<file path="config.mk">
export PLATFORM = sky130hd
export DESIGN_NAME = iau_round
export DESIGN_NICKNAME = d
export VERILOG_FILES = /design/src/hdl/iau_pkg.sv /design/src/hdl/iau_round.sv
export SDC_FILE = /design/constraint.sdc
export NUM_CORES = 1
export LEC_CHECK = 0
export ABC_AREA = 1
export BUFFER_PORTS_ARGS = -buffer_cell sky130_fd_sc_hd__buf_2
export CORE_ASPECT_RATIO = 0.75
export CORE_UTILIZATION = 35
export CTS_BUF_LIST = sky130_fd_sc_hd__clkbuf_4
export DETAILED_ROUTE_END_ITERATION = 16
export PLACE_DENSITY = 0.59
export RECOVER_POWER = 50
export REMOVE_ABC_BUFFERS = 1
export SYNTH_ARGS = -nofsm -noshare
export SYNTH_HDL_FRONTEND = slang
export SYNTH_SLANG_ARGS = --single-unit
</file>
<file path="constraint.sdc">
create_clock -name clk_i -period 6.95 [get_ports clk_i]
set_input_delay 0.3475 -clock clk_i [delete_from_list [all_inputs] [get_ports clk_i]]
set_output_delay 0.3475 -clock clk_i [all_outputs]
set_load 0.05 [all_outputs]
</file>
<file path="src/hdl/iau_pkg.sv">
// Shared types, constants and stage payloads of the interval ALU.
// No dependencies; imported by every module of the block.
`default_nettype none

package iau_pkg;

  localparam int DataWidth    = 32;
  localparam int FracBits     = 16;
  localparam int ShiftWidth   = 6;
  localparam int ProdWidth    = 2 * DataWidth;
  localparam int WideWidth    = ProdWidth - FracBits;
  localparam int TolWidth     = DataWidth + (2 ** ShiftWidth);
  localparam int InDataWidth  = 4 * DataWidth;
  localparam int OutDataWidth = ((4 * DataWidth + 3 + 7) / 8) * 8;
  localparam int OutPadWidth  = OutDataWidth - 4 * DataWidth - 3;

  localparam logic [ShiftWidth-1:0] TolShiftReset = ShiftWidth'(40);

  typedef enum logic [1:0] {
    ActAdd  = 2'd0,
    ActSub  = 2'd1,
    ActMul  = 2'd2,
    ActPass = 2'd3
  } action_e;

  typedef enum logic [1:0] {
    PrInfInf,
    PrInfSup,
    PrSupInf,
    PrSupSup
  } prod_sel_e;

  typedef logic signed [DataWidth-1:0] data_t;
  typedef logic signed [DataWidth:0]   ext_t;
  typedef logic signed [ProdWidth-1:0] prod_t;
  typedef logic signed [WideWidth-1:0] wide_t;

  typedef struct packed {
    action_e   act;
    data_t     a_inf;
    data_t     a_sup;
    data_t     b_inf;
    data_t     b_sup;
    ext_t      lin_inf;
    ext_t      lin_sup;
    prod_sel_e lo_sel;
    prod_sel_e hi_sel;
    logic      straddle;
  } dec_t;

  typedef struct packed {
    action_e   act;
    ext_t      lin_inf;
    ext_t      lin_sup;
    prod_t     p_ii;
    prod_t     p_is;
    prod_t     p_si;
    prod_t     p_ss;
    prod_sel_e lo_sel;
    prod_sel_e hi_sel;
    logic      straddle;
  } mul_t;

  typedef struct packed {
    wide_t pre_inf;
    wide_t pre_sup;
  } rnd_t;

  typedef struct packed {
    data_t res_inf;
    data_t res_sup;
    logic  saturated;
  } clp_t;

  typedef struct packed {
    data_t res_inf;
    data_t res_sup;
    data_t res_width;
    data_t res_mid;
    logic  surely_positive;
    logic  surely_negative;
    logic  saturated;
  } res_t;

endpackage

`default_nettype wire

</file>
<file path="src/hdl/iau_round.sv">
// Bound select stage: floor lower/ceil upper product on multiply, else pass.
// Depends on iau_pkg.
`default_nettype none

module iau_round import iau_pkg::*; (
  input  wire logic clk_i,
  input  wire logic rst_ni,
  input  wire logic in_valid_i,
  output logic      in_ready_o,
  input  wire mul_t in_i,
  output logic      out_valid_o,
  input  wire logic out_ready_i,
  output rnd_t      out_o
);

  localparam prod_t RoundBias = prod_t'({{(ProdWidth-FracBits){1'b0}}, {FracBits{1'b1}}});

  logic  valid_q;
  rnd_t  data_q, data_d;
  prod_t p_ii, p_is, p_si, p_ss;
  prod_t lo_fix, hi_fix, lo_prod, hi_prod, hi_bias;

  assign p_ii = in_i.p_ii;
  assign p_is = in_i.p_is;
  assign p_si = in_i.p_si;
  assign p_ss = in_i.p_ss;

  always_comb begin
    unique case (in_i.lo_sel)
      PrInfInf: lo_fix = p_ii;
      PrInfSup: lo_fix = p_is;
      PrSupInf: lo_fix = p_si;
      default:  lo_fix = p_ss;
    endcase
    unique case (in_i.hi_sel)
      PrInfInf: hi_fix = p_ii;
      PrInfSup: hi_fix = p_is;
      PrSupInf: hi_fix = p_si;
      default:  hi_fix = p_ss;
    endcase
  end

  assign lo_prod = in_i.straddle ? ((p_is < p_si) ? p_is : p_si) : lo_fix;
  assign hi_prod = in_i.straddle ? ((p_ii < p_ss) ? p_ss : p_ii) : hi_fix;
  assign hi_bias = hi_prod + RoundBias;

  always_comb begin
    if (in_i.act == ActMul) begin
      data_d.pre_inf = wide_t'(lo_prod >>> FracBits);
      data_d.pre_sup = wide_t'(hi_bias >>> FracBits);
    end else begin
      data_d.pre_inf = wide_t'(in_i.lin_inf);
      data_d.pre_sup = wide_t'(in_i.lin_sup);
    end
  end

  assign in_ready_o  = !valid_q || out_ready_i;
  assign out_valid_o = valid_q;
  assign out_o       = data_q;

  always_ff @(posedge clk_i or negedge rst_ni) begin
    if (!rst_ni) begin
      valid_q <= 1'b0;
    end else if (in_ready_o) begin
      valid_q <= in_valid_i;
    end
  end

  always_ff @(posedge clk_i) begin
    if (in_ready_o && in_valid_i) begin
      data_q <= data_d;
    end
  end

endmodule

`default_nettype wire

</file>
Word-level counts from Yosys, hierarchy flattened
Index checks and enable logic that the tools add are counted.
Operators by class
  $add $sub $neg: 1
  magnitude comparators: 2
  equal/unequal tests: 5
  muxes and demuxes: 7
  reduce and logical (&&, ||, !) cells: 5
Operators with widths (number)
  $pmux W64 S3: 2
  $mux W64: 4
  $lt A64 B64 Y1: 2
  $mux W96: 1
  $add A64 B17 Y64 const B: 1
  $eq A2 B2 Y1 const B: 3
  $eq A2 B1 Y1 const B: 2
  $logic_not A2 Y1: 2
  $logic_and A1 B1 Y1: 1
  $logic_not A1 Y1: 1
  $logic_or A1 B1 Y1: 1
Storage, ports and cells
  flip-flop bits (word level): 97

Longest topological paths before layout
  word-level depth: 5
  mapped depth: 31
  gate-level depth less buffers: 30

Worst setup path after synthesis
No wires, ideal clock.
  path kind: register to register
  start point: reg valid_q (netlist: out_valid_o)
  end point: reg data_q (netlist bit out_o[0]), enable pin
  arrival: 5.312 ns
  path slack: 1.057 ns
  stages on the path, launching flop included: 2
  period minus slack after synthesis: 5.893 ns
  path through: dfrtp_1 -> a21oi_1
Between the ends
  cells in the longest elaborated chain, start to end: 3
Ends and longest elaborated chain
  from (decl): line iau_round.sv:18  | logic valid_q;
  from (signal assigned): line iau_round.sv:65  | valid_q <= in_valid_i;
  $logic_not A1 Y1: line iau_round.sv:57  | assign in_ready_o = !valid_q || out_ready_i;
  $logic_or A1 B1 Y1: line iau_round.sv:57
  $logic_and A1 B1 Y1: line iau_round.sv:70  | if (in_ready_o && in_valid_i) begin
  to (signal assigned): line iau_round.sv:71  | data_q <= data_d;
  to (decl): line iau_round.sv:19  | rnd_t data_q, data_d;
Every way passes these cells.
A chain may end at the register's enable or synchronous reset.

==> results.toml <==
[route]
wl_um = 67100
ant_nets = 0
first_pass_iters = 6
drc = 0
vias = 17500
avgRoutedWirePerCell_um = 21.4
viasPerCell = 5.61
drt_iter0_markers = 1510

[run_status]
status = "finished, violations left"
violations = "max-capacitance violations, max-slew violations"

[floorplan]
initial_core_util = 0.356
row_count = 62
die_area_mm2 = 0.0399
io_pins = 431
die_h_um = 173
die_w_um = 230
design.core.area_mm2 = 0.0384

[sta]
period_minus_slack_ns = 4.27
fin_tns_setup_ns = 0
worst_pin_slew_ns = 3.23
rsz0062_at_grt = "false"
fin_crit_sh = 0.615
drv_slew = 51
max_slew_margin = -1.16
fmax_mhz = 234
finalSetupViolCount = 0
skew_ns = 0.0362
hold_viol_final = 0

[pwr]
power.density_mw_per_mm2 = 142
power.total_uw = 2380
power.leakage_uw = 0.00793
irDropWorstVdd_mv = 0.0915

[critical_path]
critPathCaptureType = "flop"
cp-start-kind = "input pin"
cp_max_fo = 49
arrival_ns = 4.65
worstPathRequired_ns = 7.33
worstSetupPathType = "in2reg"

[final_layout]
areaGrowthSynthToFinish_pct = 22.1
final_nets = 3054
fin_cells = 3129
drive_gt1_frac = 0.172
fin_util = 0.435

[yosys]
avgSynthCellArea_um2 = 6.22
ys_warn_count = 0
netlist-cell-type-count = 50
synthFlopType = "edfxtp_1"
synth_edf_count = 96
synth_seq_cells = 97
synth_area_mm2 = 0.0137
synthCells = 2199
ys_seq_area_frac = 0.213
async_reset_ff_frac = 0.0103

[grt]
grt_max_degree = 81
grt_util_met3 = 0.0648
met2_usage = 0.539
grt_pass1_vias = 16900
grt_pass1_wl_um = 101000
use_met1 = 0.450
busiest_layer = "met2"
antenna_found_initial = 14
grt_use_total = 0.331
grt_overflow_total = 0

[cts]
cts_tree = "built"
cts_hold_buf = 41
cts_setup_buffers = 0
numCtsBuffers = 9
htree_levels = 3
clk_path_buf_depth = 2
cts.root.buffer_cell = "clkbuf_4"
insertion_delay_ns = 0.64
cts_resized = 0
cts_sinks = 97
clkTransAtPathRegs_ns = 0.16

[placed_design]
place_congestion = 0.982
io_buffer_count = 430
placed_cells = 3055
hpwlAfterDp_um = 50400

[min_path]
min_path_type = "in2reg"

[run]
maxCapViolCount = 1
==> placed cells by master, fill, tap and decap left out, types with 96 or more instances in the layout <==
master / synthesis / layout
a21oi_1: 191 / 190
buf_2: 9 / 335
nor2_1: 215 / 211
ha_1: 126 / 126
nand2_1: 638 / 635
inv_1: 228 / 228
o21ai_0: 124 / 124
edfxtp_1: 96 / 96
nand3_1: 207 / 207
clkbuf_1: 74 / 96
==> cell type report <==
class,count,area (µm²)
fill,4275,21700
multi-input combinational,1762,9470
sequential,97,2910
timing repair buffer,489,2570
inverter,236,888
tap,512,641
clock inverter,5,87.6
clock buffer,11,82.6
antenna,17,42.5
==> path summary, 6_finish.rpt <==
check	startpoint	to	slack, ns	depth (start not counted)
min in group asynchronous	rst_ni	out_valid_o$_DFFE_PN0N_	0.52	3
max in group asynchronous	rst_ni	out_valid_o$_DFFE_PN0N_	6.33	3
min	in_i[310]	out_o[64]$_DFFE_PP_	0.05	3
min reg2reg	out_valid_o$_DFFE_PN0N_	out_valid_o$_DFFE_PN0N_	1.19	3
max reg2reg	out_valid_o$_DFFE_PN0N_	out_o[50]$_DFFE_PP_	2.73	3
max	in_i[46]	out_o[11]$_DFFE_PP_	2.68	24
==> cell families after synthesis <==
logic type,Yosys count,share of synthesized area
buffers and inverters,340,0.0983
AOI/OAI and AO/OA,460,0.202
DFF,97,0.213
xor gates and xnor gates,3,0.00192
and+or+nand+nor,1173,0.370
adders and majority gates,126,0.115
==> metrics by stage <==
stage / hold WS (ns) / cell area, µm² / setup slack, ns
3_5_place_dp: 0.129 / 16200 / 2.11
2_1_floorplan: 0.0519 / 13200 / 1.06
4_1_cts: 0.000131 / 16800 / 2.83
6_report: 0.0469 / 16700 / 2.68
3_3_place_gp: 0.123 / 16200 / 2.15
5_1_grt: -0.00250 / 16700 / 2.27
==> worst max-delay path, stage by stage <==
cell and delay [ns]:
buf_2 0.14, inv_1 0.07, ha_1 0.35, a21oi_1 0.16, o21ai_0 0.15, nand2_1 0.10, o211ai_1 0.16, nand2_1 0.10
nand2_1 0.06, nor2_2 0.23, nand3_2 0.09, buf_4 0.27, nand2_4 0.57, nand2_1 0.11, nand3_1 0.10, nand2_1 0.17
nor2_1 0.20, nand2_1 0.12, nor2_1 0.23, nand3_1 0.33, inv_1 0.29, nand3_1 0.10, nand3_1 0.09, nand2_1 0.08
==> cells in the mapped netlist, drive strengths merged, types with 2 or more instances <==
| cell type | count | share of area |
|---|---|---|
| edfxtp | 96 | 0.21 |
| o21a | 4 | 0.0022 |
| ha | 126 | 0.12 |
| o2111ai | 34 | 0.022 |
| clkbuf | 74 | 0.020 |
| o221ai | 22 | 0.014 |
| nand2 | 658 | 0.19 |
| nand3 | 217 | 0.084 |
| o211ai | 11 | 0.0060 |
| nor4 | 5 | 0.0023 |
| inv | 233 | 0.064 |
| nor3 | 11 | 0.0044 |
| buf | 30 | 0.013 |
| and2 | 2 | 0.00091 |
| nor2 | 248 | 0.077 |
| o22ai | 15 | 0.0069 |
| nand4 | 22 | 0.011 |
| a211oi | 4 | 0.0022 |
| o21bai | 2 | 0.0011 |
| xor2 | 2 | 0.0013 |
| a221oi | 37 | 0.024 |
| a21oi | 191 | 0.070 |
| clkinv | 3 | 0.00082 |
| o21ai | 125 | 0.046 |
| a31oi | 3 | 0.0014 |
| nand3b | 7 | 0.0038 |
| o31ai | 7 | 0.0038 |
==> state kept, by name, summed over array words and instances, names as in the netlist <==
register,cells
out_o,96
out_valid_o,1
==> layer usage <==
metal	vias up	wire length, µm
met5	-	0
met4	0	1060
met3	68	5740
met2	853	30700
met1	8304	29600
li1	8323	-
==> power by group <==
group	internal, µW	switching (µW)
Clock	157	276
Combinational	353	876
Sequential	700	14.5
Total	1210	1170
Note: power is estimated with default switching activity, not from simulation.
