`config.mk`:
```
export PLATFORM = sky130hd
export DESIGN_NAME = iau_finish
export DESIGN_NICKNAME = d
export VERILOG_FILES = /design/src/hdl/iau_pkg.sv /design/src/hdl/iau_finish.sv
export SDC_FILE = /design/constraint.sdc
export NUM_CORES = 1
export LEC_CHECK = 0
export ABC_AREA = 1
export BUFFER_PORTS_ARGS = -buffer_cell sky130_fd_sc_hd__buf_2
export CORE_ASPECT_RATIO = 1.5
export CORE_MARGIN = 2
export CORE_UTILIZATION = 49
export CTS_CLUSTER_DIAMETER = 80
export DETAILED_ROUTE_END_ITERATION = 6
export HOLD_SLACK_MARGIN = 0.02
export PLACE_DENSITY = 0.69
export SLEW_MARGIN = 15
export SYNTH_ARGS = -nofsm -noshare
export SYNTH_HDL_FRONTEND = slang
export SYNTH_SLANG_ARGS = --single-unit
```
`constraint.sdc`:
```
create_clock -name clk_i -period 9.6 [get_ports clk_i]
set_input_delay 1.92 -clock clk_i [delete_from_list [all_inputs] [get_ports clk_i]]
set_output_delay 1.92 -clock clk_i [all_outputs]
set_load 0.03 [all_outputs]
```
`src/hdl/iau_pkg.sv`:
```
// Shared types, constants and stage payloads of the interval ALU.
// No dependencies; imported by every module of the block.
`default_nettype none

package iau_pkg;

  localparam int DataWidth    = 32;
  localparam int FracBits     = 16;
  localparam int ShiftWidth   = 6;
  localparam int ProdWidth    = 2 * DataWidth;
  localparam int WideWidth    = ProdWidth - FracBits;
  localparam int TolWidth     = DataWidth + (2 ** ShiftWidth);
  localparam int InDataWidth  = 4 * DataWidth;
  localparam int OutDataWidth = ((4 * DataWidth + 3 + 7) / 8) * 8;
  localparam int OutPadWidth  = OutDataWidth - 4 * DataWidth - 3;

  localparam logic [ShiftWidth-1:0] TolShiftReset = ShiftWidth'(40);

  typedef enum logic [1:0] {
    ActAdd  = 2'd0,
    ActSub  = 2'd1,
    ActMul  = 2'd2,
    ActPass = 2'd3
  } action_e;

  typedef enum logic [1:0] {
    PrInfInf,
    PrInfSup,
    PrSupInf,
    PrSupSup
  } prod_sel_e;

  typedef logic signed [DataWidth-1:0] data_t;
  typedef logic signed [DataWidth:0]   ext_t;
  typedef logic signed [ProdWidth-1:0] prod_t;
  typedef logic signed [WideWidth-1:0] wide_t;

  typedef struct packed {
    action_e   act;
    data_t     a_inf;
    data_t     a_sup;
    data_t     b_inf;
    data_t     b_sup;
    ext_t      lin_inf;
    ext_t      lin_sup;
    prod_sel_e lo_sel;
    prod_sel_e hi_sel;
    logic      straddle;
  } dec_t;

  typedef struct packed {
    action_e   act;
    ext_t      lin_inf;
    ext_t      lin_sup;
    prod_t     p_ii;
    prod_t     p_is;
    prod_t     p_si;
    prod_t     p_ss;
    prod_sel_e lo_sel;
    prod_sel_e hi_sel;
    logic      straddle;
  } mul_t;

  typedef struct packed {
    wide_t pre_inf;
    wide_t pre_sup;
  } rnd_t;

  typedef struct packed {
    data_t res_inf;
    data_t res_sup;
    logic  saturated;
  } clp_t;

  typedef struct packed {
    data_t res_inf;
    data_t res_sup;
    data_t res_width;
    data_t res_mid;
    logic  surely_positive;
    logic  surely_negative;
    logic  saturated;
  } res_t;

endpackage

`default_nettype wire

```
`src/hdl/iau_finish.sv`:
```
// Saturation stage followed by the width, midpoint and sign-flag stage.
// Depends on iau_pkg.
`default_nettype none

module iau_finish import iau_pkg::*; (
  input  wire logic                  clk_i,
  input  wire logic                  rst_ni,
  input  wire logic [ShiftWidth-1:0] tol_shift_i,
  input  wire logic                  in_valid_i,
  output logic                       in_ready_o,
  input  wire rnd_t                  in_i,
  output logic                       out_valid_o,
  input  wire logic                  out_ready_i,
  output res_t                       out_o
);

  localparam wide_t MaxW = wide_t'({1'b0, {(DataWidth-1){1'b1}}});
  localparam wide_t MinW = -MaxW - wide_t'(1);

  function automatic logic tol_test(ext_t near_bnd, ext_t other, logic [ShiftWidth-1:0] sh);
    logic [DataWidth:0]  mag;
    logic [TolWidth-1:0] shifted;
    mag     = near_bnd[DataWidth] ? $unsigned(-near_bnd) : $unsigned(near_bnd);
    shifted = TolWidth'(mag) << sh;
    return !other[DataWidth] && (other != '0) && (shifted < TolWidth'($unsigned(other)));
  endfunction

  logic  clp_valid_q, res_valid_q, clp_ready;
  clp_t  clp_q, clp_d;
  res_t  res_q, res_d;
  wide_t pre_inf, pre_sup;
  data_t ri, rs;
  ext_t  ri_x, rs_x, diff, sum;

  assign pre_inf = in_i.pre_inf;
  assign pre_sup = in_i.pre_sup;

  always_comb begin
    clp_d.saturated = 1'b0;
    if (pre_inf < MinW) begin
      clp_d.res_inf   = data_t'(MinW);
      clp_d.saturated = 1'b1;
    end else if (pre_inf > MaxW) begin
      clp_d.res_inf   = data_t'(MaxW);
      clp_d.saturated = 1'b1;
    end else begin
      clp_d.res_inf = data_t'(pre_inf);
    end
    if (pre_sup < MinW) begin
      clp_d.res_sup   = data_t'(MinW);
      clp_d.saturated = 1'b1;
    end else if (pre_sup > MaxW) begin
      clp_d.res_sup   = data_t'(MaxW);
      clp_d.saturated = 1'b1;
    end else begin
      clp_d.res_sup = data_t'(pre_sup);
    end
  end

  assign ri   = clp_q.res_inf;
  assign rs   = clp_q.res_sup;
  assign ri_x = ext_t'(ri);
  assign rs_x = ext_t'(rs);
  assign diff = rs_x - ri_x;
  assign sum  = rs_x + ri_x;

  always_comb begin
    res_d.res_inf         = ri;
    res_d.res_sup         = rs;
    res_d.res_width       = diff[DataWidth] ? '0 : diff[DataWidth-1:0];
    res_d.res_mid         = sum[DataWidth:1];
    res_d.surely_positive = (ri > 0) || tol_test(ri_x, rs_x, tol_shift_i);
    res_d.surely_negative = (rs < 0) || tol_test(rs_x, -ri_x, tol_shift_i);
    res_d.saturated       = clp_q.saturated;
  end

  assign clp_ready   = !res_valid_q || out_ready_i;
  assign in_ready_o  = !clp_valid_q || clp_ready;
  assign out_valid_o = res_valid_q;
  assign out_o       = res_q;

  always_ff @(posedge clk_i or negedge rst_ni) begin
    if (!rst_ni) begin
      clp_valid_q <= 1'b0;
      res_valid_q <= 1'b0;
    end else begin
      if (in_ready_o) begin
        clp_valid_q <= in_valid_i;
      end
      if (clp_ready) begin
        res_valid_q <= clp_valid_q;
      end
    end
  end

  always_ff @(posedge clk_i) begin
    if (in_ready_o && in_valid_i) begin
      clp_q <= clp_d;
    end
    if (clp_ready && clp_valid_q) begin
      res_q <= res_d;
    end
  end

endmodule

`default_nettype wire

```
Word-level counts from Yosys, hierarchy flattened:

Cells that the tools add are included.
Widths: inputs -> output; s select.

* flip-flop bits (word level): 198
* input bits: 106
* logic and storage cells: 48

* $add $sub $neg: 4
* $lt $le $gt $ge: 8
* shift operators: 2
* mux-type cells: 5
* reductions and logical operators: 17

Operators with widths (number)
* $lt 96x33->1: 2
* $shl 33x6->96: 2
* $gt 48x32->1 const B: 2
* $lt 48x32->1 const B: 2
* $mux 33: 2
* $neg 32->33: 2
* $reduce_bool 33->1: 2
* $mux 32: 2
* $add 32x32->33: 1
* $sub 32x32->33: 1
* $gt 32x1->1 const B: 1
* $lt 32x1->1 const B: 1
* $logic_and 1x1->1: 6
* $logic_not 1->1: 4
* $logic_or 1x1->1: 4
* $reduce_or 3->1: 1
* $mux 1: 1

Depth between registers and ports, before layout:

* word-level depth: 6
* mapped depth: 34
* gate-level depth less buffers: 34

Worst setup path before layout:

Ideal clock, no wire load.

* kind: input port to flip-flop
* from: input out_ready_i
* to: register res_q (netlist bit out_o[0]), enable pin
* library setup time: 0.664 ns
* arrival time: 8.262 ns
* required time: 8.936 ns
* slack: 0.673 ns
* stages on the path: 2
* path through: inv_1 -> a21oi_1

* cells in the longest elaborated chain, start to end: 2

Ends and longest elaborated chain
* from (decl): line iau_finish.sv:13 `input wire logic out_ready_i,`
* $logic_or 1x1->1: line iau_finish.sv:77 `assign clp_ready = !res_valid_q || out_ready_i;`
* $logic_and 1x1->1: line iau_finish.sv:100 `if (clp_ready && clp_valid_q) begin`
* to (signal assigned): line iau_finish.sv:101 `res_q <= res_d;`
* to (decl): line iau_finish.sv:30 `res_t res_q, res_d;`

Every way passes these cells.
A chain may end at the register's enable or synchronous reset.

==> flow_summary.yaml <==
logic_synthesis:
  yosys_register_bits: 198
  syn_area_mm2: 0.0195
  synthesis.nets: 3198
  synthCells: 2957
  async_flop_share_pct: 1.01
  seq_area_frac_synth_pct: 30.5
  yosysWarnings: 0
  synth-edff-count: 196
  synth_cell_type_count: 51
  synth_area_per_cell_um2: 6.58
  ys.flop_type: "edfxtp_1"
clock_network:
  cts_buffers: 17
  clk_pin_slew_ns: 0.08
  cts.sinks: 198
  ctsLongestPathBuffers: 2
  cts_resized: 0
  cts_max_level: 4
  cts_root_buf: "clkbuf_16"
  cts_tree: "done"
  postCtsHoldBufs: 0
  post-cts-setup-buffers: 0
  clkLatencyLatePin_ns: 0.46
die:
  fp-row-count: 89
  die_y_um: 248
  core_mm2: 0.0393
  ios: 239
  die-width_um: 167
  initial_core_util_pct: 49.5
  die-area_mm2: 0.0414
power_and_ir_drop:
  p_leak_nw: 10.5
  power_mw: 3.22
  vdd_ir_drop_max_uv: 208
  p_per_area_mw_per_mm2: 150
routing:
  via_count: 21715
  final_antenna_net_count: 0
  wl_per_cell_um: 22.6
  routed_wl_mm: 81.4
  drt_iter0_drc: 2570
  dr.pass1.iters: 7
  via_per_inst: 6.02
  drcViolationCount: 8
final_layout:
  diodes: 0
  layout-area-overhead-vs-synth_pct: 10.3
  drive_gt1_share_pct: 11.9
  stdcell_area_mm2: 0.0215
  stdcell_count: 3608
  nFillCells: 4041
  final_util_pct: 54.6
  num-nets-final: 3336
timing:
  fin_crit_sh_pct: 62.1
  relSlewSlack_pct: 33.3
  tightestPinTransition_ns: 1.00
  finalSetupTns_ns: 0
  hold_viol_final: 0
  fmax_ghz: 0.168
  period_needed_ns: 5.96
  grt_setup_unrepaired: "false"
  slew_violations: 0
  fin_skew_ns: 0.0167
  finalSetupViolations: 0
place:
  gp_congestion: 1.11
  hpwl_mm: 65.0
  io_buffers: 238
  placedInstanceArea_mm2: 0.0209
  placed_cells: 3576
setup_path:
  cp.arrival_ns: 6.18
  worstPathRequired_ns: 9.82
  critPathMaxFanout: 63
  r2r_cells: 29
  start_kind: "input pin"
  worstSetupEndpointType: "register"
  crit_type: "in2reg"
global_routing:
  grt_max_degree: 76
  grt_pass1_wl_mm: 121
  grt_use_total_pct: 38.4
  antenna_found_initial: 0
  grt-ovfl-total: 0
  grt_pass1_vias: 20642
hold_path:
  min_path_type: "reg2reg"
  hold_depth: 0
status:
  outcome: "finished, violations left"
  violations: "DRC"
job:
  max_cap_violations: 0
## metrics by stage
| step | hold WS (ns) | setup WS [ns] |
|---|---|---|
| 4_1_cts | 0.444 | 3.81 |
| 6_report | 0.442 | 3.64 |
| 3_3_place_gp | 0.419 | 3.40 |
| 2_1_floorplan | 0.400 | 0.673 |
| 3_5_place_dp | 0.413 | 3.34 |
| 5_1_grt | 0.451 | 3.31 |
## placed cells by master, fill, tap and decap left out, types with 4 or more instances in the layout
cell and instances:
inv_8 4, and2_1 8, a21oi_1 162, buf_4 24
ha_1 133, buf_2 238, a211oi_1 7, a31oi_1 12
xor2_1 47, a21boi_1 6, nand3_2 9, a21boi_2 4
o21ai_1 23, a2111oi_0 6, nand4_1 56, nand2_2 10
nor2_2 8, inv_1 254, or2_2 7, o21bai_1 5
clkbuf_16 17, nor2_1 350, o21ai_2 7, nor2_4 8
a21oi_2 5, nand3_1 494, inv_2 15, nor4_1 15
edfxtp_1 196, nand2_1 848, o21ai_0 71, a21boi_0 5
nor3_1 15
## metal layers
layer	up-vias	wire (µm)	GRT usage (%)
met4	0	6030	24.9
met2	1203	39400	67.5
met5	-	0	0
met3	288	6530	5.82
li1	10161	-	-
met1	10063	29400	43.5
## cell type report
class                           count  area [µm²]  area share, %
Multi-Input combinational cell   2344       11900           55.5
Sequential cell                   198        5940           27.6
Timing Repair Buffer              262        1370           6.39
Inverter                          272        1020           4.76
Tap cell                          500         626           2.91
Clock buffer                       18         429           2.00
Clock inverter                     14         165          0.769
## synth_stat cells (4+ instances only)
cell type,n,area [µm²]
nand2_1,848,3180
nand3_1,494,2470
nor2_1,351,1320
inv_1,259,972
edfxtp_1,196,5890
a21oi_1,164,821
ha_1,133,1660
clkbuf_1,74,278
o21ai_0,71,355
nand4_1,56,350
xor2_1,47,412
buf_2,43,215
o21ai_1,24,120
buf_1,22,82.6
nor3_1,15,75.1
nor4_1,15,93.8
a31oi_1,12,75.1
inv_2,11,41.3
nand2_2,10,62.6
nand3_2,9,90.1
and2_1,8,50.1
nor2_4,8,90.1
a211oi_1,7,52.6
nor2_2,7,43.8
or2_2,7,43.8
a2111oi_0,6,52.6
a21boi_1,6,45.0
o21ai_2,6,52.6
a21boi_0,5,37.5
o21bai_1,5,37.5
a21boi_2,4,45.0
a21oi_2,4,35.0
## final timing paths
kind,to,from,slack [ns]
min,out_o[0],clp_q[0],0.44
max in group asynchronous,out_valid_o,rst_ni,8.27
min reg2reg,out_o[0],clp_q[0],0.44
max,out_o[2],tol_shift_i[0],3.64
min in group asynchronous,clp_valid_q,rst_ni,1.24
max reg2reg,out_o[2],ri[0],4.16
## worst max-delay path: stages
cell	delay, ns
buf_2	0.10
buf_4	0.23
clkinv_1	0.14
buf_4	0.57
nand3_1	0.29
nand3_1	0.16
nand3_1	0.10
nand2_1	0.14
nand2_1	0.09
nand2_1	0.20
nand2_1	0.07
nand2_1	0.11
nor2_1	0.05
ha_1	0.34
nand4_1	0.16
nor3_1	0.27
nor4b_1	0.33
nand2_1	0.09
a21boi_0	0.16
nor2_1	0.08
nand2_1	0.08
inv_2	0.03
nand3_1	0.06
nor2_1	0.05
nand2_1	0.07
nor2_1	0.05
nand2_1	0.07
nand2_1	0.06
## flip-flops by register name, indices dropped and copies added, names as in the netlist
| register | count |
|---|---|
| rs | 32 |
| clp_q | 1 |
| out_valid_o | 1 |
| ri | 32 |
| out_o | 131 |
| clp_valid_q | 1 |
## report_power, final
group,internal [mW],switching [mW]
Combinational,0.356,0.941
Clock,0.372,0.369
Sequential,1.10,0.0861
Total,1.83,1.40
## cells by family (layout without fill, tap and decap cells)
| group | count (synthesis) | after routing | synth area share, % |
|---|---|---|---|
| buf+inv | 415 | 566 | 8.39 |
| compound gates | 325 | 325 | 9.33 |
| flops | 198 | 198 | 30.5 |
| xor+xnor | 47 | 47 | 2.11 |
| simple gates | 1836 | 1836 | 40.9 |
| mux | 1 | 1 | 0.0514 |
| fa+ha+maj | 135 | 135 | 8.75 |
No activity file was read; power rests on OpenSTA's default activity.
