`src/hdl/iau_pkg.sv`:
```
// Shared types, constants and stage payloads of the interval ALU.
// No dependencies; imported by every module of the block.
`default_nettype none

package iau_pkg;

  localparam int DataWidth    = 32;
  localparam int FracBits     = 16;
  localparam int ShiftWidth   = 6;
  localparam int ProdWidth    = 2 * DataWidth;
  localparam int WideWidth    = ProdWidth - FracBits;
  localparam int TolWidth     = DataWidth + (2 ** ShiftWidth);
  localparam int InDataWidth  = 4 * DataWidth;
  localparam int OutDataWidth = ((4 * DataWidth + 3 + 7) / 8) * 8;
  localparam int OutPadWidth  = OutDataWidth - 4 * DataWidth - 3;

  localparam logic [ShiftWidth-1:0] TolShiftReset = ShiftWidth'(40);

  typedef enum logic [1:0] {
    ActAdd  = 2'd0,
    ActSub  = 2'd1,
    ActMul  = 2'd2,
    ActPass = 2'd3
  } action_e;

  typedef enum logic [1:0] {
    PrInfInf,
    PrInfSup,
    PrSupInf,
    PrSupSup
  } prod_sel_e;

  typedef logic signed [DataWidth-1:0] data_t;
  typedef logic signed [DataWidth:0]   ext_t;
  typedef logic signed [ProdWidth-1:0] prod_t;
  typedef logic signed [WideWidth-1:0] wide_t;

  typedef struct packed {
    action_e   act;
    data_t     a_inf;
    data_t     a_sup;
    data_t     b_inf;
    data_t     b_sup;
    ext_t      lin_inf;
    ext_t      lin_sup;
    prod_sel_e lo_sel;
    prod_sel_e hi_sel;
    logic      straddle;
  } dec_t;

  typedef struct packed {
    action_e   act;
    ext_t      lin_inf;
    ext_t      lin_sup;
    prod_t     p_ii;
    prod_t     p_is;
    prod_t     p_si;
    prod_t     p_ss;
    prod_sel_e lo_sel;
    prod_sel_e hi_sel;
    logic      straddle;
  } mul_t;

  typedef struct packed {
    wide_t pre_inf;
    wide_t pre_sup;
  } rnd_t;

  typedef struct packed {
    data_t res_inf;
    data_t res_sup;
    logic  saturated;
  } clp_t;

  typedef struct packed {
    data_t res_inf;
    data_t res_sup;
    data_t res_width;
    data_t res_mid;
    logic  surely_positive;
    logic  surely_negative;
    logic  saturated;
  } res_t;

endpackage

`default_nettype wire

```
`src/hdl/iau_front.sv`:
```
// Input stage: sign-case decode for multiply, add/subtract of bounds.
// Depends on iau_pkg.
`default_nettype none

module iau_front import iau_pkg::*; (
  input  wire logic    clk_i,
  input  wire logic    rst_ni,
  input  wire logic    in_valid_i,
  output logic         in_ready_o,
  input  wire action_e act_i,
  input  wire data_t   a_inf_i,
  input  wire data_t   a_sup_i,
  input  wire data_t   b_inf_i,
  input  wire data_t   b_sup_i,
  output logic         out_valid_o,
  input  wire logic    out_ready_i,
  output dec_t         out_o
);

  logic valid_q;
  dec_t data_q, data_d;
  logic a_pos, a_neg, b_pos, b_neg;

  assign a_pos = !a_inf_i[DataWidth-1];
  assign a_neg = !a_pos && ((a_sup_i == '0) || a_sup_i[DataWidth-1]);
  assign b_pos = !b_inf_i[DataWidth-1];
  assign b_neg = !b_pos && ((b_sup_i == '0) || b_sup_i[DataWidth-1]);

  always_comb begin
    data_d          = '0;
    data_d.act      = act_i;
    data_d.a_inf    = a_inf_i;
    data_d.a_sup    = a_sup_i;
    data_d.b_inf    = b_inf_i;
    data_d.b_sup    = b_sup_i;
    data_d.lo_sel   = PrInfInf;
    data_d.hi_sel   = PrSupSup;
    data_d.straddle = 1'b0;

    unique case (act_i)
      ActAdd: begin
        data_d.lin_inf = ext_t'(a_inf_i) + ext_t'(b_inf_i);
        data_d.lin_sup = ext_t'(a_sup_i) + ext_t'(b_sup_i);
      end
      ActSub: begin
        data_d.lin_inf = ext_t'(a_inf_i) - ext_t'(b_sup_i);
        data_d.lin_sup = ext_t'(a_sup_i) - ext_t'(b_inf_i);
      end
      default: begin
        data_d.lin_inf = ext_t'(a_inf_i);
        data_d.lin_sup = ext_t'(a_sup_i);
      end
    endcase

    if (a_pos) begin
      if (b_pos) begin
        data_d.lo_sel = PrInfInf; data_d.hi_sel = PrSupSup;
      end else if (b_neg) begin
        data_d.lo_sel = PrSupInf; data_d.hi_sel = PrInfSup;
      end else begin
        data_d.lo_sel = PrSupInf; data_d.hi_sel = PrSupSup;
      end
    end else if (a_neg) begin
      if (b_pos) begin
        data_d.lo_sel = PrInfSup; data_d.hi_sel = PrSupInf;
      end else if (b_neg) begin
        data_d.lo_sel = PrSupSup; data_d.hi_sel = PrInfInf;
      end else begin
        data_d.lo_sel = PrInfSup; data_d.hi_sel = PrInfInf;
      end
    end else begin
      if (b_pos) begin
        data_d.lo_sel = PrInfSup; data_d.hi_sel = PrSupSup;
      end else if (b_neg) begin
        data_d.lo_sel = PrSupInf; data_d.hi_sel = PrInfInf;
      end else begin
        data_d.straddle = 1'b1;
      end
    end
  end

  assign in_ready_o  = !valid_q || out_ready_i;
  assign out_valid_o = valid_q;
  assign out_o       = data_q;

  always_ff @(posedge clk_i or negedge rst_ni) begin
    if (!rst_ni) begin
      valid_q <= 1'b0;
    end else if (in_ready_o) begin
      valid_q <= in_valid_i;
    end
  end

  always_ff @(posedge clk_i) begin
    if (in_ready_o && in_valid_i) begin
      data_q <= data_d;
    end
  end

endmodule

`default_nettype wire

```
`config.mk`:
```
export PLATFORM = sky130hd
export DESIGN_NAME = iau_front
export DESIGN_NICKNAME = d
export VERILOG_FILES = /design/src/hdl/iau_pkg.sv /design/src/hdl/iau_front.sv
export SDC_FILE = /design/constraint.sdc
export NUM_CORES = 1
export LEC_CHECK = 0
export ABC_AREA = 1
export BUFFER_PORTS_ARGS = -buffer_cell sky130_fd_sc_hd__buf_2
export CAP_MARGIN = 20
export CORE_ASPECT_RATIO = 0.6
export CORE_MARGIN = 3
export CORE_UTILIZATION = 29
export CTS_CLUSTER_DIAMETER = 80
export DETAILED_ROUTE_END_ITERATION = 8
export GPL_ROUTABILITY_DRIVEN = 0
export PLACE_DENSITY = 0.56
export SYNTH_ARGS = -nofsm -noshare
export SYNTH_HDL_FRONTEND = slang
export SYNTH_SLANG_ARGS = --single-unit
```
`constraint.sdc`:
```
create_clock -name clk_i -period 22.5 [get_ports clk_i]
set_input_delay 3.375 -clock clk_i [delete_from_list [all_inputs] [get_ports clk_i]]
set_output_delay 3.375 -clock clk_i [all_outputs]
set_load 0.005 [all_outputs]
```
# ---- Yosys cells after proc, flatten, opt, wreduce, memory -nomap -nowiden
# Index checks and enable logic that the tools add are counted.
dict set report totals {
  regBits 202
  latch_bits 0
  mem_bits_rw 0
  rom_bits 0
  inputBits 134
  output_inout_bits 203
  wordCells 39
  memories 0
}
dict set report op_classes {
  addsub 4
  multipliers 0
  div_mod_pow 0
  order_cmp 0
  eq_ne 1
  shifts 0
  muxes 10
  bitwise 2
  n_reduce_logical 11
}
# operator n
set ops {}
lappend ops {{case mux 66 bit (2 select lines)} 1}
lappend ops {{adder 32 x 32 -> 33 bit} 2}
lappend ops {{subtractor 32 x 32 -> 33 bit} 2}
lappend ops {{zero test 32 bit} 2}
lappend ops {{two-way mux 4 bit} 7}
lappend ops {{logical AND 1 bit} 3}
lappend ops {{logical OR 1 bit} 3}
lappend ops {{OR reduction 3 bit} 1}
lappend ops {{equality test 2 x 1 -> 1 bit (second input constant)} 1}
lappend ops {{zero test 2 bit} 1}
lappend ops {{two-way mux 2 bit} 1}
lappend ops {{NOT 1 bit} 2}
lappend ops {{zero test 1 bit} 1}
lappend ops {{two-way mux 1 bit} 1}

# ---- Logic depth before layout (Yosys ltp)
# Gate-level depths: netlist of run 1.
dict set report depth {
  ltp_word 7
  mapped_depth 24
  ltp_nobuf 24
}

# ---- Worst setup path after synthesis of run 1
# OpenSTA, ideal clock, no wires.
dict set report synth_timing {
  kind {input to register}
  startpoint {input in_valid_i}
  endpoint {register data_q (netlist bit out_o[0]) (enable)}
  setup_time_ns 0.828
  arrival_time_ns 13.066
  required_time_ns 21.672
  setup_slack_ns 8.605
  path_stages 2
  n_path_buf 0
  path_cell_list {inv_1 a21oi_1}
}
dict set report synth_between {
  elab_chain_len 1
}
# element line
set synth_rtl {}
lappend synth_rtl {{start, declared} iau_front.sv:8} ;# input wire logic in_valid_i,
lappend synth_rtl {{logical AND 1 bit} iau_front.sv:95} ;# if (in_ready_o && in_valid_i) begin
lappend synth_rtl {{end signal, assigned} iau_front.sv:96} ;# data_q <= data_d;
lappend synth_rtl {{end, declared} iau_front.sv:21} ;# dec_t data_q, data_d;
# No other way between the ends.
# A chain may end at the register's enable or synchronous reset.

==> results of run 1 <==
[layout make-up]
class / instances / area share [%]
antenna: 2 / 0.0303
clock buffer: 24 / 3.25
timing repair buffer: 343 / 10.5
multi-input combinational: 1274 / 41.0
sequential: 202 / 36.7
tap: 620 / 4.69
inverter: 144 / 3.27
clock inverter: 11 / 0.658
[kinds of logic (layout without fill, tap and decap cells)]
| family | Yosys count | count (layout) |
|---|---|---|
| simple gates | 909 | 909 |
| other cells | 0 | 2 |
| flops | 202 | 202 |
| xor+xnor | 42 | 42 |
| buf+inv | 173 | 522 |
| fa+ha+maj | 69 | 69 |
| compound gates | 254 | 254 |
[metrics by stage]
step                setup slack [ps]  util, %  hold slack [ps]
finish                         14870     36.5              586
global route                   14680     36.5              622
CTS                            15170     36.5              595
detailed placement             14620     35.0              580
global placement               14660     35.0              552
floorplan                       8610        -              528
[worst min-delay path, cell delays in order, from the launching register on]
cell,delay [ps]
dfrtp_1,410
nand2_1,90
nand2_1,60
[power breakdown]
part | switching (uW) | internal (uW)
Combinational | 194 | 93.7
Sequential | 6.94 | 447
Clock | 148 | 193
Total | 350 | 734
[registers in the layout (all words and copies together) (netlist names)]
signal       flops
out_o          201
out_valid_o      1
[per-layer routing]
metal	vias up	GRT usage, %
li1	6346	-
met5	-	0
met2	718	29.4
met1	6186	30.2
met3	74	6.90
met4	8	4.26
[placed cells by master, fill, tap and decap left out, types with 14 or more instances in the layout]
master     instances
clkbuf_16         21
nor3_1            22
nand3b_1          15
edfxtp_1         201
nor4_1            14
a21oi_1           86
xnor2_1           21
nor2_2            19
o21ai_1           19
xor2_1            21
ha_1              67
inv_1            137
nand2_1          464
nand4_1           33
buf_2            336
nand3_1          123
o21ai_0          108
nor2_1           161
[worst min-delay path by stage]
stage / startpoint / endpoint / slack (ps) / cells past startpoint
floorplan: out_valid_o / out_valid_o / 530 / 2
global placement: out_valid_o / out_valid_o / 550 / 2
detailed placement: out_valid_o / out_valid_o / 580 / 2
CTS: out_valid_o / out_valid_o / 590 / 2
global route: out_valid_o / out_valid_o / 620 / 2
finish: out_valid_o / out_valid_o / 590 / 2
==> results.txt, run 1 <==
max-slew violation count -> 0
Die W -> 284 um
largest family of logic cells by synthesized area -> simple AND/OR/NAND/NOR gates
DR WL/cell -> 20.2 um
arrival time at the worst endpoint -> 7870 ps
Critical Path RT -> 22740 ps
Post-Synth XOR/XNOR Area -> 2.73%
# nets final -> 2189
crit path capture type -> register
reg2reg path depth -> 3
Setup Fix Bufs, Post-CTS -> 0
placed inst area -> 15900 sq um
Core Box Area -> 45300 sq um
IO buf count -> 336
prevailing post-synth register cell -> edfxtp_1
FF+latch area -> 6060 sq um
H-tree depth -> 1
maximum vdd ir drop -> 0.0480 mV
Synth Area in Compound Gates -> 10.3%
Post-Synth Adder-Cell Area -> 6.51%
WP buf/inv -> 4
total number of vias -> 13300
site row count -> 60
RSZ-0062 raised after global routing -> no
mux contribution to synthesized area -> 0%
Tightest Hold Check Type -> register to register
WP depth -> 13
CP startpoint kind -> input pin
Post-Syn Area -> 13500 sq um
slew margin rel. -> 29.1%
gr ovfl total -> 0
reg2reg setup slack -> 19940 ps
Max Fclk -> 131 MHz
synthesized net count -> 1852
maximum fanout along the worst path -> 60
Post-synth EDFFs -> 201
crit path launch -> act_i[1]
final hold vios -> 0
initial antenna violation count -> 5
worst flop-to-flop path startpoint -> out_valid_o
Tot Pwr -> 1080 uW
largest net degree at the start of global routing -> 71
Synth Register Bits -> 202
GRT Util Overall -> 20.7%
Area contributors post-synth -> edfxtp_1, nand2_1, ha_1, nand3_1, nor2_1
Reg clk slew, reported paths -> 60 ps
top cell type's share of synthesized area -> 44.8%
Lkg Pwr -> 0.00724 uW
Worst Max-Slew Pin Slew -> 1060 ps
count leader, synth -> nand2_1
metal3 WL -> 6160 um
worst setup path end -> out_o[53]
unique cell type count in the Yosys netlist -> 50
Synth-to-Final Area Change -> 22.6%
WS Path Type -> input pin to register
fill count -> 4770
Mapped Cells -> 1649
die area -> 49200 sq um
PD cells -> 65.5 nW/um^2
drt drc -> 0
first-pass GRT wire length -> 77900 um
# Max-Cap Violations -> 0
skew final -> 20.6 ps
die height -> 173 um
vias in the first global route -> 12400
Sum Neg Setup Slack -> 0 ps
Syn Area/Cell -> 8.18 sq um
# clock sinks -> 202
Worst path top cell family by delay -> compound AO/OA/AOI/OAI gates
Highest Signal Layer -> met5
CTS tree -> yes
met1 wire length -> 24200 um
crit path time final -> 7630 ps
largest area contributor in the netlist -> edfxtp_1
clk root buf -> clkbuf_16
Setup-failing EPs final -> 0
fin crit share -> 33.9%
Critical-path top delay cell -> nor2_4
post-detail-place hpwl -> 43200 um
FF-to-FF End -> out_o[130]
final non-filler cell total -> 2620
io pins -> 337
placed cell count -> 2583
Initial Util -> 29.7%
status -> finished clean
met2 wire length -> 21300 um
Design Area, Final -> 16500 sq um
layout cell share with drive strength beyond 1 -> 22.9%
worst skew pair latency -> 530 ps
PostCTS Resize Cnt -> 0
final wirelength -> 52900 um
Multi-input gate area -> 6770 sq um
DR vias/cell -> 5.09
CP max stage delay -> 880 ps
synth cell count leaders -> nand2_1, edfxtp_1, nor2_1
Hold Buf Count CTS -> 0
sequential area share after synthesis -> 45.0%
total CTS buffers -> 21
synth warn -> 0
Detailed Routing Iterations Pass 1 -> 6
initial drt markers -> 1518
post-synthesis simple-gate area fraction -> 30.6%
cells along the critical path -> buf_2 > buf_4 > nor2_4 > inv_2 > buf_4 > o21ai_0 > ha_1 > a21oi_1 > o21ai_0 > a21oi_1 > nand2_2 > xnor2_1 > o21ai_1
antenna-violating nets left -> 0
Clock Path Buffers -> 3
post-synthesis async set-or-reset flop share -> 0.495%
No activity file was read; power rests on OpenSTA's default activity.
==> run 2: changes to the inputs <==
==> constraint.sdc (replaced) <==
create_clock -name clk_i -period 7.9 [get_ports clk_i]
set_input_delay 1.185 -clock clk_i [delete_from_list [all_inputs] [get_ports clk_i]]
set_output_delay 1.185 -clock clk_i [all_outputs]
set_load 0.005 [all_outputs]
==> results.txt, run 2 (synthesized netlist as in run 1, its figures left out) <==
vias in the first global route -> 12200
DR vias/cell -> 5.08
DR WL/cell -> 20.3 um
final hold vios -> 0
Sum Neg Setup Slack -> 0 ps
arrival time at the worst endpoint -> 4690 ps
status -> finished clean
total CTS buffers -> 22
CTS tree -> yes
maximum vdd ir drop -> 0.136 mV
die height -> 173 um
GRT Util Overall -> 20.5%
Synth-to-Final Area Change -> 23.0%
crit path time final -> 4460 ps
# Max-Cap Violations -> 0
site row count -> 60
clk root buf -> clkbuf_16
fin crit share -> 56.4%
H-tree depth -> 1
drt drc -> 0
FF-to-FF End -> out_o[178]
fin util -> 36.6%
Die W -> 284 um
most frequent cells in the layout -> nand2_1, buf_2, edfxtp_1, nor2_1, inv_1
largest net degree at the start of global routing -> 140
Hold Buf Count CTS -> 0
Largest register FFs -> 201
Setup-failing EPs final -> 0
Critical Path RT -> 8130 ps
layout cell share with drive strength beyond 1 -> 23.0%
RSZ-0062 raised after global routing -> no
Tightest Hold Check Type -> input pin to asynchronous set/reset pin
Initial Util -> 29.7%
IO buf count -> 336
Setup Fix Bufs, Post-CTS -> 0
first-pass GRT wire length -> 77000 um
Detailed Routing Iterations Pass 1 -> 6
Clock Path Buffers -> 3
fill count -> 4753
Worst Max-Slew Pin Slew -> 870 ps
slew margin rel. -> 41.4%
Core Box Area -> 45300 sq um
# nets final -> 2189
most common cell after layout, fill and taps aside -> nand2_1
antenna-violating nets left -> 0
Lkg Pwr -> 0.00726 uW
reg2reg path depth -> 3
crit path capture type -> register
PD cells -> 190 nW/um^2
initial drt markers -> 1652
Reg clk slew, reported paths -> 60 ps
total number of vias -> 13300
gr ovfl total -> 0
worst skew pair latency -> 540 ps
WS Path Type -> input pin to register
final wirelength -> 53200 um
max-slew violation count -> 0
CP startpoint kind -> input pin
PostCTS Resize Cnt -> 0
io pins -> 337
Max Fclk -> 224 MHz
# clock sinks -> 202
worst flop-to-flop path startpoint -> out_valid_o
skew final -> 13.8 ps
maximum fanout along the worst path -> 81
post-detail-place hpwl -> 43100 um
initial antenna violation count -> 5
reg2reg setup slack -> 5510 ps
die area -> 49200 sq um
-- run 2: changes by cell type in the layout (fill, tap and decap cells not counted), sizes merged --
cell    previous run  this run
inv              143       144
clkbuf            24        27
buf              343       342
diode              2         1
clkinv             9         8
-- run 2: worst max-delay path by stage --
stage | slack (ps) | from | endpoint
2_1_floorplan | 350 | out_ready_i | out_o[0]
3_3_place_gp | 3080 | act_i[0] | out_o[30]
3_5_place_dp | 3080 | act_i[0] | out_o[30]
4_1_cts | 3660 | act_i[0] | out_o[30]
5_1_grt | 3300 | act_i[0] | out_o[28]
6_report | 3440 | act_i[0] | out_o[30]
-- run 2: area by class of cell --
cell class / instances / area, sq um / share of cell area (%)
clock buffer: 27 / 591 / 3.56
antenna: 1 / 2.50 / 0.0151
tap: 620 / 776 / 4.68
clock inverter: 11 / 111 / 0.671
multi-input combinational: 1274 / 6770 / 40.8
inverter: 144 / 541 / 3.26
sequential: 202 / 6060 / 36.5
timing repair buffer: 342 / 1740 / 10.5
-- run 2: layer usage --
| metal | vias up | GRT usage (%) | part of all wire [%] |
|---|---|---|---|
| met5 | - | 0 | 0.088 |
| met1 | 6124 | 30.5 | 46 |
| met3 | 95 | 6.17 | 11 |
| met4 | 8 | 5.71 | 3.0 |
| met2 | 745 | 28.5 | 39 |
| li1 | 6337 | - | - |
-- run 2: per-stage QoR --
| stage | hold WS [ps] | instance area [sq um] | worst slack, ps | cells | power [uW] |
|---|---|---|---|---|---|
| CTS | 388 | 16600 | 3660 | 2620 | 3180 |
| global placement | 554 | 15900 | 3080 | 2582 | 2110 |
| global route | 402 | 16600 | 3300 | 2621 | 3320 |
| finish | 420 | 16600 | 3440 | 2621 | 3160 |
| floorplan | 551 | 13500 | 347 | 1649 | 1800 |
| detailed placement | 582 | 15900 | 3080 | 2582 | 2120 |
-- run 2: report_power, final --
| group | switching [uW] | internal [uW] |
|---|---|---|
| combinational | 552 | 267 |
| sequential | 17.0 | 1270 |
| clock | 451 | 596 |
| total | 1020 | 2140 |
-- run 2: critical path, cell delays in order --
cell and delay [ps]:
buf_2 100, inv_1 110, nor2_2 40, buf_4 270, inv_2 110, buf_4 590, o21ai_0 320, ha_1 460
nand2_1 130, o21ai_0 500, a21oi_1 240, nor2_1 180, nor2_1 80, nand2_1 60, nand2_1 50, nand3_1 80
o21ai_0 140
==> run 3: changes to the inputs <==
==> constraint.sdc (replaced) <==
create_clock -name clk_i -period 4.2 [get_ports clk_i]
set_input_delay 0.63 -clock clk_i [delete_from_list [all_inputs] [get_ports clk_i]]
set_output_delay 0.63 -clock clk_i [all_outputs]
set_load 0.005 [all_outputs]
==> results.txt, run 3 (synthesized netlist as in run 1, its figures left out) <==
CP startpoint kind -> input pin
site row count -> 60
reg2reg path depth -> 3
# nets final -> 2207
io pins -> 337
antenna-violating nets left -> 0
Setup Fix Bufs, Post-CTS -> 0
Sum Neg Setup Slack -> 0 ps
Die W -> 284 um
final non-filler cell total -> 2639
# clock sinks -> 202
DR WL/cell -> 19.8 um
Largest register FFs -> 201
Max Fclk -> 275 MHz
FF-to-FF End -> out_o[62]
die area -> 49200 sq um
total CTS buffers -> 23
Tot Pwr -> 5920 uW
drt drc -> 0
Core Box Area -> 45300 sq um
Synth-to-Final Area Change -> 24.6%
WP buf/inv -> 4
Tightest Hold Check Type -> input pin to register
most common cell after layout, fill and taps aside -> nand2_1
RSZ-0062 raised after global routing -> no
# Max-Cap Violations -> 0
fin crit share -> 86.4%
placed cell count -> 2597
crit path capture type -> register
Worst path top cell family by delay -> simple AND/OR/NAND/NOR gates
reg2reg setup slack -> 2380 ps
Reg clk slew, reported paths -> 60 ps
final hold vios -> 0
GRT Util Overall -> 20.3%
CTS tree -> yes
layout cell share with drive strength beyond 1 -> 23.8%
fin util -> 37.0%
crit path launch -> b_sup_i[0]
Worst Max-Slew Pin Slew -> 1030 ps
status -> finished clean
most frequent cells in the layout -> nand2_1, buf_2, edfxtp_1, nor2_1, inv_1
gr ovfl total -> 0
IO buf count -> 336
PD cells -> 353 nW/um^2
max-slew violation count -> 0
crit path time final -> 3630 ps
Critical Path RT -> 4480 ps
cells along the critical path -> buf_2 > inv_1 > ha_1 > nand2_1 > nor2_1 > nand2_1 > inv_1 > nand4_1 > xor2_1 > nand2_1 > o21ai_0 > ha_1 > nand2_1 > nor2_1 > inv_1 > nor4_1 > nand3_1 > nand2_1 > nand2_1 > nand3_1 > nand2_1
WP depth -> 21
WS Path Type -> input pin to register
Clock Path Buffers -> 3
worst skew pair latency -> 540 ps
H-tree depth -> 1
Setup-failing EPs final -> 0
maximum fanout along the worst path -> 5
initial antenna violation count -> 3
skew final -> 27.4 ps
Critical-path top delay cell -> ha_1
worst flop-to-flop path startpoint -> out_valid_o
die height -> 173 um
Initial Util -> 29.7%
Detailed Routing Iterations Pass 1 -> 6
arrival time at the worst endpoint -> 3910 ps
Lkg Pwr -> 0.00738 uW
post-detail-place hpwl -> 42600 um
maximum vdd ir drop -> 0.246 mV
total number of vias -> 13300
clk root buf -> clkbuf_16
CP max stage delay -> 400 ps
slew margin rel. -> 30.5%
final wirelength -> 52200 um
largest net degree at the start of global routing -> 84
worst hold slack -> 303 ps
initial drt markers -> 1393
most frequent CP cell -> nand2_1
fill count -> 4734
first-pass GRT wire length -> 77100 um
worst setup path end -> out_o[36]
DR vias/cell -> 5.05
vias in the first global route -> 12200
run 3: cell types whose count changed in the layout (fill, tap and decap cells not counted), moves of 2 or more:
cell,previous run,this run
buf_12,1,5
buf_4,5,16
clkinv_1,6,2
clkinv_2,1,5
inv_1,137,135
run 3: per-layer routing:
metal  global-route usage, %  share of wire [%]
met1                    30.7                 47
met2                    29.6                 41
met3                    5.18                 10
met4                    2.91                1.5
met5                       0              0.052
run 3: through the flow:
step / area (sq um) / setup WS (ps)
finish: 16800 / 570
global route: 16800 / 391
CTS: 16800 / 688
detailed placement: 16100 / 120
global placement: 16100 / 238
floorplan: 13500 / -182
run 3: cell type report:
| type | instances | area (sq um) | area share (%) |
|---|---|---|---|
| repair buffers | 359 | 1940 | 11.5 |
| clock buffers | 28 | 594 | 3.54 |
| multi-input cells | 1274 | 6770 | 40.3 |
| inverters | 144 | 553 | 3.29 |
| flip-flops and latches | 202 | 6060 | 36.1 |
| well taps | 620 | 776 | 4.62 |
| clock inverters | 11 | 103 | 0.611 |
| diodes | 1 | 2.50 | 0.0149 |
run 3: worst register-to-register path, cell delays in order, from the launching register on:
cell and delay [ps]:
dfrtp_1 410, a21oi_4 540, buf_16 240, buf_12 280
run 3: worst min path at each step:
stage / from / to / slack [ps] / cells past startpoint
3_5_place_dp: rst_ni / out_valid_o / 400 / 1
6_report: b_sup_i[20] / out_o[91] / 300 / 1
5_1_grt: act_i[0] / out_o[199] / 280 / 1
3_3_place_gp: rst_ni / out_valid_o / 400 / 1
2_1_floorplan: rst_ni / out_valid_o / 330 / 0
4_1_cts: act_i[0] / out_o[199] / 270 / 1
run 3: repair_timing:
| item | 4_1_cts | 5_1_grt |
|---|---|---|
| resized for setup | 0 | 0 |
| hold buffers | 1 | 0 |
| endpoints found under the hold margin | 1 | 0 |
run 3: report_power, final:
group          switching, uW  leakage (uW)  internal, uW  total [uW]
clock                    861      0.000342          1080        1940
combinational           1030       0.00510           527        1560
sequential              35.9       0.00193          2390        2430
